--- config.mk ---
export PLATFORM = sky130hd
export DESIGN_NAME = expression_tokenizer_flat
export DESIGN_NICKNAME = d
export VERILOG_FILES = /design/src/hdl/exptok_pkg.sv /design/src/hdl/exptok_char_if.sv /design/src/hdl/exptok_tok_if.sv /design/src/hdl/exptok_lex.sv /design/src/hdl/exptok_rbuf.sv /design/src/hdl/expression_tokenizer.sv /design/src/flat_wrapper.sv
export VERILOG_INCLUDE_DIRS = /design/src /design/src/hdl
export SDC_FILE = /design/constraint.sdc
export NUM_CORES = 1
export LEC_CHECK = 0
export BUFFER_PORTS_ARGS = -buffer_cell sky130_fd_sc_hd__buf_2
export CAP_MARGIN = 20
export CORE_MARGIN = 2
export CORE_UTILIZATION = 50
export DETAILED_ROUTE_END_ITERATION = 16
export PLACE_DENSITY_LB_ADDON = 0.1
export SLEW_MARGIN = 20
export SYNTH_ARGS = -nofsm -noshare
export SYNTH_HDL_FRONTEND = slang
export SYNTH_SLANG_ARGS = --single-unit
--- constraint.sdc ---
create_clock -name clk -period 4.9 [get_ports clk]
set_clock_uncertainty 0.2 [all_clocks]
set_input_delay 0.98 -clock clk [delete_from_list [all_inputs] [get_ports clk]]
set_output_delay 0.98 -clock clk [all_outputs]
set_load 0.05 [all_outputs]
--- src/hdl/expression_tokenizer_macros.svh ---
// Assertion macros shared by the tokenizer modules.
// Each macro expects a clock named clk and a reset named arst_n in scope.
`ifndef EXPRESSION_TOKENIZER_MACROS_SVH
`define EXPRESSION_TOKENIZER_MACROS_SVH

// The property must hold at every clock edge outside reset.
`define EXPTOK_ASSERT(label, prop, msg) \
	label: assert property (@(posedge clk) disable iff (!arst_n) (prop)) else $error(msg);

// The antecedent implies the consequent on the following clock edge.
`define EXPTOK_ASSERT_NEXT(label, ante, cons, msg) \
	label: assert property (@(posedge clk) disable iff (!arst_n) (ante) |=> (cons)) \
		else $error(msg);

`endif

--- src/hdl/exptok_pkg.sv ---
`timescale 1ns / 1ps
`default_nettype none

package exptok_pkg;

	localparam int MAX_RES = 3;
	localparam int CNT_W   = $clog2(MAX_RES + 1);

	typedef enum logic [2:0] {
		MODE_IDLE = 3'd0,
		MODE_NAME = 3'd1,
		MODE_PATH = 3'd2,
		MODE_INT  = 3'd3,
		MODE_REAL = 3'd4,
		MODE_OPER = 3'd5
	} mode_t;

	typedef enum logic [1:0] {
		OP_PLUS  = 2'd0,
		OP_MINUS = 2'd1,
		OP_MUL   = 2'd2,
		OP_DIV   = 2'd3
	} op_t;

	typedef enum logic [1:0] {
		EV_APPEND   = 2'd0,
		EV_COMPLETE = 2'd1,
		EV_ERROR    = 2'd2
	} event_t;

	localparam logic [3:0] TT_INT    = 4'd0;
	localparam logic [3:0] TT_REAL   = 4'd1;
	localparam logic [3:0] TT_NAME   = 4'd2;
	localparam logic [3:0] TT_PATH   = 4'd3;
	localparam logic [3:0] TT_PLUS   = 4'd4;
	localparam logic [3:0] TT_DOT    = 4'd8;
	localparam logic [3:0] TT_LPAREN = 4'd9;
	localparam logic [3:0] TT_RPAREN = 4'd10;
	localparam logic [3:0] TT_COMMA  = 4'd11;
	localparam logic [3:0] TT_NONE   = 4'd0;

	localparam logic [7:0] CH_ZERO   = 8'h30;
	localparam logic [7:0] CH_NINE   = 8'h39;
	localparam logic [7:0] CH_UPPER_A = 8'h41;
	localparam logic [7:0] CH_UPPER_Z = 8'h5A;
	localparam logic [7:0] CH_LOWER_A = 8'h61;
	localparam logic [7:0] CH_LOWER_Z = 8'h7A;
	localparam logic [7:0] CH_USCORE = 8'h5F;
	localparam logic [7:0] CH_DOT    = 8'h2E;
	localparam logic [7:0] CH_LPAREN = 8'h28;
	localparam logic [7:0] CH_RPAREN = 8'h29;
	localparam logic [7:0] CH_COMMA  = 8'h2C;
	localparam logic [7:0] CH_SLASH  = 8'h2F;
	localparam logic [7:0] CH_PLUS   = 8'h2B;
	localparam logic [7:0] CH_MINUS  = 8'h2D;
	localparam logic [7:0] CH_STAR   = 8'h2A;
	localparam logic [7:0] CH_SPACE  = 8'h20;
	localparam logic [7:0] CH_TAB    = 8'h09;
	localparam logic [7:0] CH_LF     = 8'h0A;
	localparam logic [7:0] CH_NUL    = 8'h00;

	typedef struct packed {
		event_t      ev;
		logic [7:0]  ch;
		logic [3:0]  ty;
		logic        last;
	} res_t;

	typedef struct packed {
		logic [CNT_W-1:0]       cnt;
		res_t [MAX_RES-1:0]     res;
	} res_load_t;

	typedef struct packed {
		mode_t mode;
		op_t   pend;
		logic  err;
	} lex_state_t;

endpackage

`default_nettype wire

--- src/hdl/exptok_char_if.sv ---
`timescale 1ns / 1ps
`default_nettype none

interface exptok_char_if;
	logic       valid;
	logic       ready;
	logic [7:0] character;
	logic       end_of_string;

	modport source (output valid, output character, output end_of_string, input ready);
	modport sink (input valid, input character, input end_of_string, output ready);
endinterface

`default_nettype wire

--- src/hdl/exptok_tok_if.sv ---
`timescale 1ns / 1ps
`default_nettype none

interface exptok_tok_if;
	logic       valid;
	logic       ready;
	logic [1:0] event_res;
	logic [7:0] token_char;
	logic [3:0] token_type;
	logic       last_of_run;

	modport source (output valid, output event_res, output token_char, output token_type,
		output last_of_run, input ready);
	modport sink (input valid, input event_res, input token_char, input token_type,
		input last_of_run, output ready);
endinterface

`default_nettype wire

--- src/hdl/exptok_lex.sv ---
`timescale 1ns / 1ps
`default_nettype none

module exptok_lex import exptok_pkg::*; (
	input  wire logic [7:0] character,
	input  wire logic       end_of_string,
	input  wire lex_state_t cur,
	output lex_state_t      nxt,
	output res_load_t       ld
);

	function automatic logic is_digit(input logic [7:0] c);
		return (c >= CH_ZERO) && (c <= CH_NINE);
	endfunction

	function automatic logic is_letter(input logic [7:0] c);
		return ((c >= CH_UPPER_A) && (c <= CH_UPPER_Z)) ||
			((c >= CH_LOWER_A) && (c <= CH_LOWER_Z));
	endfunction

	function automatic logic is_word(input logic [7:0] c);
		return is_digit(c) || is_letter(c) || (c == CH_USCORE);
	endfunction

	function automatic logic is_white(input logic [7:0] c);
		return (c == CH_SPACE) || (c == CH_TAB) || (c == CH_LF);
	endfunction

	function automatic logic is_oper(input logic [7:0] c);
		return (c == CH_PLUS) || (c == CH_MINUS) || (c == CH_STAR) || (c == CH_SLASH);
	endfunction

	function automatic op_t oper_code(input logic [7:0] c);
		op_t op;
		case (c)
			CH_PLUS:  op = OP_PLUS;
			CH_MINUS: op = OP_MINUS;
			CH_STAR:  op = OP_MUL;
			default:  op = OP_DIV;
		endcase
		return op;
	endfunction

	function automatic logic [3:0] open_type(input mode_t m, input op_t p);
		logic [3:0] t;
		case (m)
			MODE_NAME: t = TT_NAME;
			MODE_PATH: t = TT_PATH;
			MODE_INT:  t = TT_INT;
			MODE_REAL: t = TT_REAL;
			default:   t = 4'(TT_PLUS + {2'b00, p});
		endcase
		return t;
	endfunction

	function automatic res_t mk_res(input event_t e, input logic [7:0] c, input logic [3:0] t);
		res_t r;
		r.ev   = e;
		r.ch   = c;
		r.ty   = t;
		r.last = 1'b0;
		return r;
	endfunction

	logic [7:0]        c;
	logic              rescan;
	logic [CNT_W-1:0]  n;
	res_t [MAX_RES-1:0] res;
	lex_state_t        st;

	assign c = character;

	always_comb begin
		res    = '0;
		n      = '0;
		st     = cur;
		rescan = 1'b0;
		if (!cur.err) begin
			case (cur.mode)
				MODE_NAME: begin
					if (is_word(c)) begin
						res[n] = mk_res(EV_APPEND, c, TT_NONE);
						n = n + 1'b1;
					end else if (c == CH_SLASH) begin
						res[n] = mk_res(EV_APPEND, c, TT_NONE);
						n = n + 1'b1;
						st.mode = MODE_PATH;
					end else begin
						rescan = 1'b1;
					end
				end
				MODE_PATH: begin
					if (is_word(c) || (c == CH_SLASH)) begin
						res[n] = mk_res(EV_APPEND, c, TT_NONE);
						n = n + 1'b1;
					end else begin
						rescan = 1'b1;
					end
				end
				MODE_INT, MODE_REAL: begin
					if (is_digit(c)) begin
						res[n] = mk_res(EV_APPEND, c, TT_NONE);
						n = n + 1'b1;
					end else if ((cur.mode == MODE_INT) && (c == CH_DOT)) begin
						res[n] = mk_res(EV_APPEND, c, TT_NONE);
						n = n + 1'b1;
						st.mode = MODE_REAL;
					end else if (is_white(c) || (c == CH_RPAREN) || is_oper(c) ||
							(c == CH_COMMA)) begin
						rescan = 1'b1;
					end else begin
						res[n] = mk_res(EV_ERROR, c, TT_NONE);
						n = n + 1'b1;
						st.mode = MODE_IDLE;
						st.pend = OP_PLUS;
						st.err  = 1'b1;
					end
				end
				MODE_OPER: begin
					if ((cur.pend == OP_DIV) && is_word(c)) begin
						res[n] = mk_res(EV_APPEND, c, TT_NONE);
						n = n + 1'b1;
						st.mode = MODE_PATH;
						st.pend = OP_PLUS;
					end else begin
						rescan = 1'b1;
					end
				end
				default: begin
					st.mode = MODE_IDLE;
				end
			endcase

			// A terminator closes the open token and is examined again from idle.
			if (rescan) begin
				res[n] = mk_res(EV_COMPLETE, CH_NUL, open_type(cur.mode, cur.pend));
				n = n + 1'b1;
				st.mode = MODE_IDLE;
				st.pend = OP_PLUS;
			end

			if (rescan || (st.mode == MODE_IDLE && !st.err)) begin
				if (is_letter(c)) begin
					res[n] = mk_res(EV_APPEND, c, TT_NONE);
					n = n + 1'b1;
					st.mode = MODE_NAME;
				end else if (is_digit(c)) begin
					res[n] = mk_res(EV_APPEND, c, TT_NONE);
					n = n + 1'b1;
					st.mode = MODE_INT;
				end else if (is_oper(c)) begin
					res[n] = mk_res(EV_APPEND, c, TT_NONE);
					n = n + 1'b1;
					st.mode = MODE_OPER;
					st.pend = oper_code(c);
				end else if (is_white(c)) begin
					st.mode = MODE_IDLE;
				end else if ((c == CH_LPAREN) || (c == CH_RPAREN) || (c == CH_DOT) ||
						(c == CH_COMMA)) begin
					res[n] = mk_res(EV_APPEND, c, TT_NONE);
					n = n + 1'b1;
					case (c)
						CH_LPAREN: res[n] = mk_res(EV_COMPLETE, CH_NUL, TT_LPAREN);
						CH_RPAREN: res[n] = mk_res(EV_COMPLETE, CH_NUL, TT_RPAREN);
						CH_DOT:    res[n] = mk_res(EV_COMPLETE, CH_NUL, TT_DOT);
						default:   res[n] = mk_res(EV_COMPLETE, CH_NUL, TT_COMMA);
					endcase
					n = n + 1'b1;
				end else begin
					res[n] = mk_res(EV_ERROR, c, TT_NONE);
					n = n + 1'b1;
					st.mode = MODE_IDLE;
					st.pend = OP_PLUS;
					st.err  = 1'b1;
				end
			end

			if (end_of_string && !st.err && (st.mode != MODE_IDLE)) begin
				res[n] = mk_res(EV_COMPLETE, CH_NUL, open_type(st.mode, st.pend));
				n = n + 1'b1;
			end
		end

		if (end_of_string) begin
			st.mode = MODE_IDLE;
			st.pend = OP_PLUS;
			st.err  = 1'b0;
		end

		for (int i = 0; i < MAX_RES; i++) begin
			res[i].last = (n != '0) && (CNT_W'(i) == (n - 1'b1));
		end
	end

	assign nxt    = st;
	assign ld.cnt = n;
	assign ld.res = res;

endmodule

`default_nettype wire

--- src/hdl/exptok_rbuf.sv ---
`timescale 1ns / 1ps
`default_nettype none

`include "expression_tokenizer_macros.svh"

module exptok_rbuf import exptok_pkg::*; (
	input  wire logic      clk,
	input  wire logic      arst_n,
	input  wire logic      load,
	input  wire res_load_t ld,
	output logic           free,
	exptok_tok_if.source   tokens
);

	res_t             buf_q [MAX_RES];
	logic [CNT_W-1:0] rem_q;
	logic             fire;

	assign tokens.valid       = (rem_q != '0);
	assign tokens.event_res   = buf_q[0].ev;
	assign tokens.token_char  = buf_q[0].ch;
	assign tokens.token_type  = buf_q[0].ty;
	assign tokens.last_of_run = buf_q[0].last;

	assign fire = tokens.valid && tokens.ready;
	assign free = (rem_q == '0) || ((rem_q == CNT_W'(1)) && tokens.ready);

	always_ff @(posedge clk or negedge arst_n) begin
		if (!arst_n) begin
			rem_q <= '0;
		end else if (load) begin
			rem_q <= ld.cnt;
		end else if (fire) begin
			rem_q <= rem_q - 1'b1;
		end
	end

	always_ff @(posedge clk) begin
		if (load) begin
			for (int i = 0; i < MAX_RES; i++) begin
				buf_q[i] <= ld.res[i];
			end
		end else if (fire) begin
			for (int i = 0; i < MAX_RES - 1; i++) begin
				buf_q[i] <= buf_q[i + 1];
			end
		end
	end

	`EXPTOK_ASSERT(a_load_when_free, !load || rem_q == '0 || (rem_q == CNT_W'(1) && fire), "result buffer overwritten while requests remain")
	`EXPTOK_ASSERT(a_last_marks_end, !tokens.valid || (tokens.last_of_run == (rem_q == CNT_W'(1))), "last_of_run does not match the final request of an item")
	`EXPTOK_ASSERT_NEXT(a_drain_continues, fire && rem_q > CNT_W'(1) && !load, tokens.valid, "pending requests lost after a transfer")

endmodule

`default_nettype wire

--- src/hdl/expression_tokenizer.sv ---
// Expression tokenizer: splits a character stream into lexical tokens.
// The chars channel takes one character per request, with end_of_string set on
// the last character of an expression. The tokens channel gives append,
// complete and error events; last_of_run marks the final event of a character.
// A character is held in an input register, decoded against the lexer mode
// and its zero to three events are loaded into a three-entry result buffer
// that drains one event per cycle while the tokens receiver is ready.
// The first event of a character is presented once the character has passed
// the input register and been loaded into the result buffer.
// Throughput: one character per cycle while each character gives at most one
// event and the tokens receiver is ready; a character with several events
// holds the result buffer until all are taken. Characters with no event (white
// space, characters after an error) pass at one per cycle while the buffer is free.
// Reset clears the lexer mode, pending operator, error flag and both registers.
// When the tokens receiver stalls, the result buffer holds its events, the input
// register holds the next character and chars.ready falls until space frees.
`timescale 1ns / 1ps
`default_nettype none

`include "expression_tokenizer_macros.svh"

module expression_tokenizer import exptok_pkg::*; (
	input  wire logic    clk,
	input  wire logic    arst_n,
	exptok_char_if.sink  chars,
	exptok_tok_if.source tokens
);

	logic       vld_s1;
	logic [7:0] char_s1;
	logic       eos_s1;
	lex_state_t state_q;
	lex_state_t state_nxt;
	res_load_t  ld;
	logic       free;
	logic       advance;
	logic       accept;

	assign advance     = vld_s1 && free;
	assign chars.ready = !vld_s1 || free;
	assign accept      = chars.valid && chars.ready;

	always_ff @(posedge clk or negedge arst_n) begin
		if (!arst_n) begin
			vld_s1 <= 1'b0;
		end else if (accept) begin
			vld_s1 <= 1'b1;
		end else if (advance) begin
			vld_s1 <= 1'b0;
		end
	end

	always_ff @(posedge clk) begin
		if (accept) begin
			char_s1 <= chars.character;
			eos_s1  <= chars.end_of_string;
		end
	end

	always_ff @(posedge clk or negedge arst_n) begin
		if (!arst_n) begin
			state_q <= '{mode: MODE_IDLE, pend: OP_PLUS, err: 1'b0};
		end else if (advance) begin
			state_q <= state_nxt;
		end
	end

	exptok_lex u_lex (
		.character     (char_s1),
		.end_of_string (eos_s1),
		.cur           (state_q),
		.nxt           (state_nxt),
		.ld            (ld)
	);

	exptok_rbuf u_rbuf (
		.clk    (clk),
		.arst_n (arst_n),
		.load   (advance),
		.ld     (ld),
		.free   (free),
		.tokens (tokens)
	);

	`EXPTOK_ASSERT(a_silent_after_error, !(advance && state_q.err) || ld.cnt == '0, "events produced while the error flag is set")
	`EXPTOK_ASSERT_NEXT(a_eos_resets, advance && eos_s1, state_q.mode == MODE_IDLE && !state_q.err && state_q.pend == OP_PLUS, "lexer state not cleared after end of string")

endmodule

`default_nettype wire

--- src/flat_wrapper.sv ---
// flat-port wrapper written by rule: the top's interface ports become plain ports
module expression_tokenizer_flat import exptok_pkg::*;
  (clk, arst_n, chars_valid, chars_character, chars_end_of_string, chars_ready, tokens_valid, tokens_event_res, tokens_token_char, tokens_token_type, tokens_last_of_run, tokens_ready);
  exptok_char_if chars_i ();
  exptok_tok_if tokens_i ();
  input  wire logic clk;
  input  wire logic arst_n;
  input wire logic [$bits(chars_i.valid)-1:0] chars_valid;
  input wire logic [$bits(chars_i.character)-1:0] chars_character;
  input wire logic [$bits(chars_i.end_of_string)-1:0] chars_end_of_string;
  output wire logic [$bits(chars_i.ready)-1:0] chars_ready;
  output wire logic [$bits(tokens_i.valid)-1:0] tokens_valid;
  output wire logic [$bits(tokens_i.event_res)-1:0] tokens_event_res;
  output wire logic [$bits(tokens_i.token_char)-1:0] tokens_token_char;
  output wire logic [$bits(tokens_i.token_type)-1:0] tokens_token_type;
  output wire logic [$bits(tokens_i.last_of_run)-1:0] tokens_last_of_run;
  input wire logic [$bits(tokens_i.ready)-1:0] tokens_ready;
  assign chars_i.valid = chars_valid;
  assign chars_i.character = chars_character;
  assign chars_i.end_of_string = chars_end_of_string;
  assign chars_ready = chars_i.ready;
  assign tokens_valid = tokens_i.valid;
  assign tokens_event_res = tokens_i.event_res;
  assign tokens_token_char = tokens_i.token_char;
  assign tokens_token_type = tokens_i.token_type;
  assign tokens_last_of_run = tokens_i.last_of_run;
  assign tokens_i.ready = tokens_ready;
  expression_tokenizer u_core (.clk(clk), .arst_n(arst_n), .chars(chars_i), .tokens(tokens_i));
endmodule
## Yosys cells after proc, flatten, opt, wreduce, memory -nomap -nowiden

Memory sizes are Yosys's and may differ from the RTL's.
Index checks and enable logic that the tools add are counted.

| cells by class | value |
|---|---|
| reduce and logical (&&, ||, !) cells | 50 |
| $lt $le $gt $ge | 14 |
| $add $sub $neg | 8 |
| shift operators | 0 |
| multiply operators | 0 |
| equal/unequal tests | 26 |
| bitwise operators | 14 |
| div/mod/pow operators | 0 |
| multiplexer cells | 106 |

Operator list:

| kind | count |
|---|---|
| $mux W45 | 11 |
| $bwmux W45 | 4 |
| $mux W15 | 10 |
| $pmux W45 S3 | 1 |
| $demux W15 S2 | 4 |
| $and A36 B36 Y36 | 2 |
| $eq A8 B6 Y1 const B | 9 |
| $not A36 Y36 | 2 |
| $pmux W15 S4 | 1 |
| $mux W13 | 4 |
| $mux W6 | 7 |
| $and A39 B39 Y39 | 1 |
| $not A39 Y39 | 1 |
| $and A33 B33 Y33 | 1 |
| $not A33 Y33 | 1 |
| $pmux W4 S4 | 2 |
| $mux W3 | 10 |
| $mux W2 | 14 |
| $mux W1 | 25 |
| $mux W5 | 4 |
| $logic_and A1 B1 Y1 | 19 |
| $logic_or A1 B1 Y1 | 18 |
| $or A9 B9 Y9 | 2 |
| $eq A8 B4 Y1 const B | 2 |
| 33 further kinds | 63 |

| word-level totals | value |
|---|---|
| bits in latches | 0 |
| bits in writable memories | 45 |
| flip-flop bits (word level) | 18 |
| input bits | 13 |
| memories kept | 1 |
| output and inout port bits | 17 |
| memory bits (read-only) | 0 |

Memories:

| name | words | bits a word | read ports | clocked after memory_dff | write ports | RTL line | source |
|---|---|---|---|---|---|---|---|
| u_core.u_rbuf.buf_q | 3 | 15 | 3 | 0 | 3 | exptok_rbuf.sv:15 | `res_t buf_q [MAX_RES];` |

## Depth between registers and ports, before layout

| logic depth | value |
|---|---|
| word-level depth | 33 |
| mapped depth | 16 |
| gate-level depth less buffers | 14 |

## Hierarchy

Synthesis repeated with hierarchy kept, for this count alone.

| unflattened totals | value |
|---|---|
| cell total of the unflattened synthesis | 428 |
| area total of the unflattened synthesis | 4,390.5 sq um |

Modules (own cells, without submodules):

| module | cells an instance | area an instance (sq um) | times used |
|---|---|---|---|
| exptok_rbuf | 111 | 2,003.2 | 1 |
| exptok_lex | 290 | 1,845.5 | 1 |
| expression_tokenizer | 27 | 541.8 | 1 |

## Worst setup path before layout

Ideal clock, no wire load.

| timing | value |
|---|---|
| path kind | flip-flop to flip-flop |
| start point | register u_core.char_s1[4] |
| end point | memory u_core.u_rbuf.buf_q[0][4] (netlist name) (data pin) |
| path slack | 993 ps |
| stages on the path, launching flop included | 15 |
| library setup time | 257 ps |
| path buffers | 2 |
| arrival time | 3,450 ps |
| data required time | 4,443 ps |
| path through | edfxtp_1 > buf_6 > or3_4 > or3_4 > a21boi_1 > o32ai_2 > ha_1 > buf_1 > xnor2_4 > inv_2 > ha_1 > nand4_1 > a21oi_2 > nor2_2 > a32o_1 |

RTL lines:

| element | RTL line | source |
|---|---|---|
| from (decl) | expression_tokenizer.sv:30 | `logic [7:0] char_s1;` |
| from (signal assigned) | expression_tokenizer.sv:55 | `char_s1 <= chars.character;` |
| to (decl) | exptok_rbuf.sv:15 |  |

==> flow_metrics.py <==
metrics = {
    "sta": {
        "tns_ns": 0,
        "slew_headroom_pct": 57.0,
        "tightest_slew_ns": 0.646,
        "fmax_mhz": 226,
        "period_minus_slack_ns": 4.43,
        "timing.final.crit_share_pct": 90.5,
        "hold_viol": 0,
        "setup_viol": 0,
        "drv_slew": 0,
        "rsz0062_at_grt": "no",
    },
    "pwr": {
        "vdd_ir_drop_max_uv": 206,
        "p_per_area_nw_per_um2": 617,
        "switchingPower_mw": 1.22,
        "seq_power_share_pct": 34.6,
        "combPwrFrac_pct": 46.7,
        "p_leak_nw": 1.72,
        "p_clk_share_pct": 18.7,
        "internal_power_mw": 1.60,
        "swShare_pct": 43.2,
    },
    "cells_and_area": {
        "num_antenna_cells": 0,
        "drive_gt1_share_pct": 21.4,
        "final_util_pct": 55.7,
        "nFillCells": 735,
        "synthToLayoutAreaGrowth_pct": 8.10,
        "nets": 445,
    },
    "synthesis": {
        "synthesis.nets": 434,
        "synthCells": 411,
        "ys_types": 85,
        "synth_seq_area_share_pct": 43.7,
        "synth-edff-count": 54,
        "synth-warning-count": 0,
        "ys.flop_type": "edfxtp_1",
        "ys_ff_latch": 63,
        "syn_area_per_cell_um2": 10.3,
        "syn_area_um2": 4230,
        "async_flop_share_pct": 14.3,
    },
    "clock_network": {
        "cts_tree": "yes",
        "post_cts_buffers": 0,
        "ctsHoldBuffers": 0,
        "cts_buffer_depth": 2,
        "cts_max_level": 3,
        "cts_buffers": 9,
        "cts_resized": 0,
        "cts_sinks": 63,
        "insertion_delay_ns": 0.34,
        "clk_pin_slew_ns": 0.07,
        "root_buffer": "clkbuf_8",
    },
    "floorplan": {
        "core_area_um2": 8220,
        "start_util_pct": 51.5,
        "die_w_um": 96.0,
        "die_h_um": 96.0,
        "ioPinCount": 30,
        "dieArea_um2": 9210,
        "rows": 33,
    },
    "route": {
        "viasPerCell": 6.14,
        "wl_per_cell_um": 18.9,
        "wirelength_um": 10000,
        "drtIter0Drc": 220,
        "drt_pass1_iterations": 4,
        "ant_nets": 0,
        "num_vias": 3259,
        "drc": 0,
    },
    "status": {
        "status": "finished, final reports clean",
    },
    "worst_setup_path": {
        "crit_start": "u_core.char_s1[5]",
        "crit_top_cell": "ha_1",
        "start_kind": "flip-flop",
        "timing.rr.start": "u_core.char_s1[5]",
        "cp.arrival_ns": 4.43,
        "worstPathRequired_ns": 4.90,
        "slowest_stage": "edfxtp_1",
        "crit_fanout": 21,
        "path_cells": "or3b_1, a211o_1, o211a_2, a31o_1, nand2_1, clkinv_1, ha_1, mux2i_1, mux2i_2, ha_1, nand4_1, a21oi_2, nor2_2, a41o_1",
        "cpPeakStageDelay_ns": 0.76,
        "end_kind": "flip-flop",
        "path_class": "reg -> reg",
    },
    "min_path": {
        "holdCritPathClass": "in -> async",
    },
    "flow_run": {
        "drv_cap": 0,
    },
    "global_route": {
        "grt-ovfl-total": 0,
        "grtUsageTotal_pct": 23.2,
        "grt_pass1_wl_um": 16100,
        "grt_max_degree": 35,
        "grt_pass1_vias": 3095,
        "antenna_found_initial": 0,
    },
    "placement": {
        "port_buffers": 29,
        "dp_hpwl_um": 7220,
        "place.gp.congestion": 0.915,
    },
}
==> final timing paths <==
check / endpoint / slack (ns) / cells past startpoint
setup / recovery: u_core.u_rbuf.buf_q[0][3] / 0.47 / 14
hold / removal: u_core.vld_s1 / 0.28 / 1
setup reg to reg: u_core.u_rbuf.buf_q[0][3] / 0.47 / 14
hold reg to reg: u_core.u_rbuf.buf_q[0][13] / 0.32 / 2
max in group asynchronous: u_core.state_q[4] / 4.04 / 1
min in group clk: u_core.u_rbuf.buf_q[0][13] / 0.32 / 2
==> cell usage after synthesis (all sizes together), types with 7 or more instances <==
cell | instances | area [µm²]
a21oi | 24 | 139
a22o | 7 | 61.3
a32o | 15 | 150
and2 | 11 | 68.8
buf | 31 | 209
clkbuf | 8 | 30.0
dfrtp | 9 | 225
edfxtp | 54 | 1620
ha | 10 | 125
inv | 12 | 45.0
nand2 | 36 | 135
nand2b | 9 | 63.8
nand3 | 11 | 55.1
nand4 | 8 | 50.1
nor2 | 23 | 101
nor3 | 13 | 86.3
o21ai | 22 | 110
or2 | 9 | 56.3
==> critical path: cells and delay by family, from the launching register on <==
| kind | cells | cell delay, ns |
|---|---|---|
| compound gates | 5 | 1.05 |
| flops | 1 | 0.76 |
| mux | 2 | 0.35 |
| buf+inv | 1 | 0.29 |
| simple gates | 4 | 1.08 |
| fa+ha+maj | 2 | 0.57 |
==> logic make-up (layout without fill, tap and decap cells) <==
| group | Yosys count | in the layout | share of synthesized area [%] |
|---|---|---|---|
| and+or+nand+nor | 155 | 155 | 21.6 |
| AOI/OAI and AO/OA | 119 | 119 | 21.7 |
| DFF | 63 | 63 | 43.7 |
| buffers and inverters | 52 | 67 | 6.80 |
| adders and majority gates | 10 | 10 | 2.96 |
| muxes | 8 | 8 | 2.07 |
| xor gates and xnor gates | 4 | 4 | 1.27 |
==> cell usage in the layout (no fill, tap or decap), types with 4 or more instances in the layout <==
master	count
ha_1	10
a32o_1	15
and2_1	11
nand3_1	11
inv_1	8
o21ai_1	6
a21oi_1	21
clkbuf_8	9
a211o_1	4
nand4_1	8
inv_2	4
buf_2	29
or2_2	8
nor2_1	19
a22o_1	7
a31oi_1	5
buf_4	10
dfrtp_1	9
edfxtp_1	54
nor3_1	10
o21ai_0	16
and3_1	5
mux2i_1	4
nand3b_1	4
nand2b_1	8
nand2_1	36
==> flip-flops by register name, summed over array words and instances (netlist names) <==
name                 count
u_core.char_s1           8
u_core.eos_s1            1
u_core.state_q           6
u_core.u_rbuf.buf_q     45
u_core.vld_s1            1
u_core.u_rbuf.rem_q      2
==> cell type report <==
cell class | count | area, µm² | share of cell area, %
Multi-Input combinational cell | 296 | 2100 | 45.9
Sequential cell | 63 | 1850 | 40.4
Timing Repair Buffer | 39 | 220 | 4.82
Tap cell | 105 | 131 | 2.87
Clock buffer | 10 | 128 | 2.79
Clock inverter | 5 | 97.6 | 2.13
Inverter | 13 | 48.8 | 1.07
==> metrics by stage <==
stage	instances	power (mW)	setup slack, ns	instance area (µm²)	hold slack [ns]
after floorplan	411	2.04	0.993	4230	0.284
after global placement	516	2.27	0.699	4350	0.298
after detailed placement	516	2.29	0.551	4350	0.307
after CTS	531	2.82	0.505	4570	0.278
after global routing	531	3.00	0.0592	4570	0.283
final	531	2.82	0.466	4570	0.283
==> power by group through the flow <==
stage               logic [mW]  registers [mW]  clock network (mW)
floorplan                 1.09           0.944                   0
global placement          1.29           0.983                   0
detailed placement        1.30           0.989                   0
CTS                       1.31           0.977               0.534
global route              1.43            1.00               0.561
finish                    1.32           0.977               0.528
==> routing by layer <==
layer / GRT usage [%] / share of wire (%) / up-vias
li1: - / - / 1584
met1: 34.6 / 50 / 1575
met2: 33.9 / 44 / 83
met3: 4.15 / 3.8 / 17
met4: 8.10 / 2.0 / 0
met5: 0 / 0 / -
No activity file was read; power rests on OpenSTA's default activity.
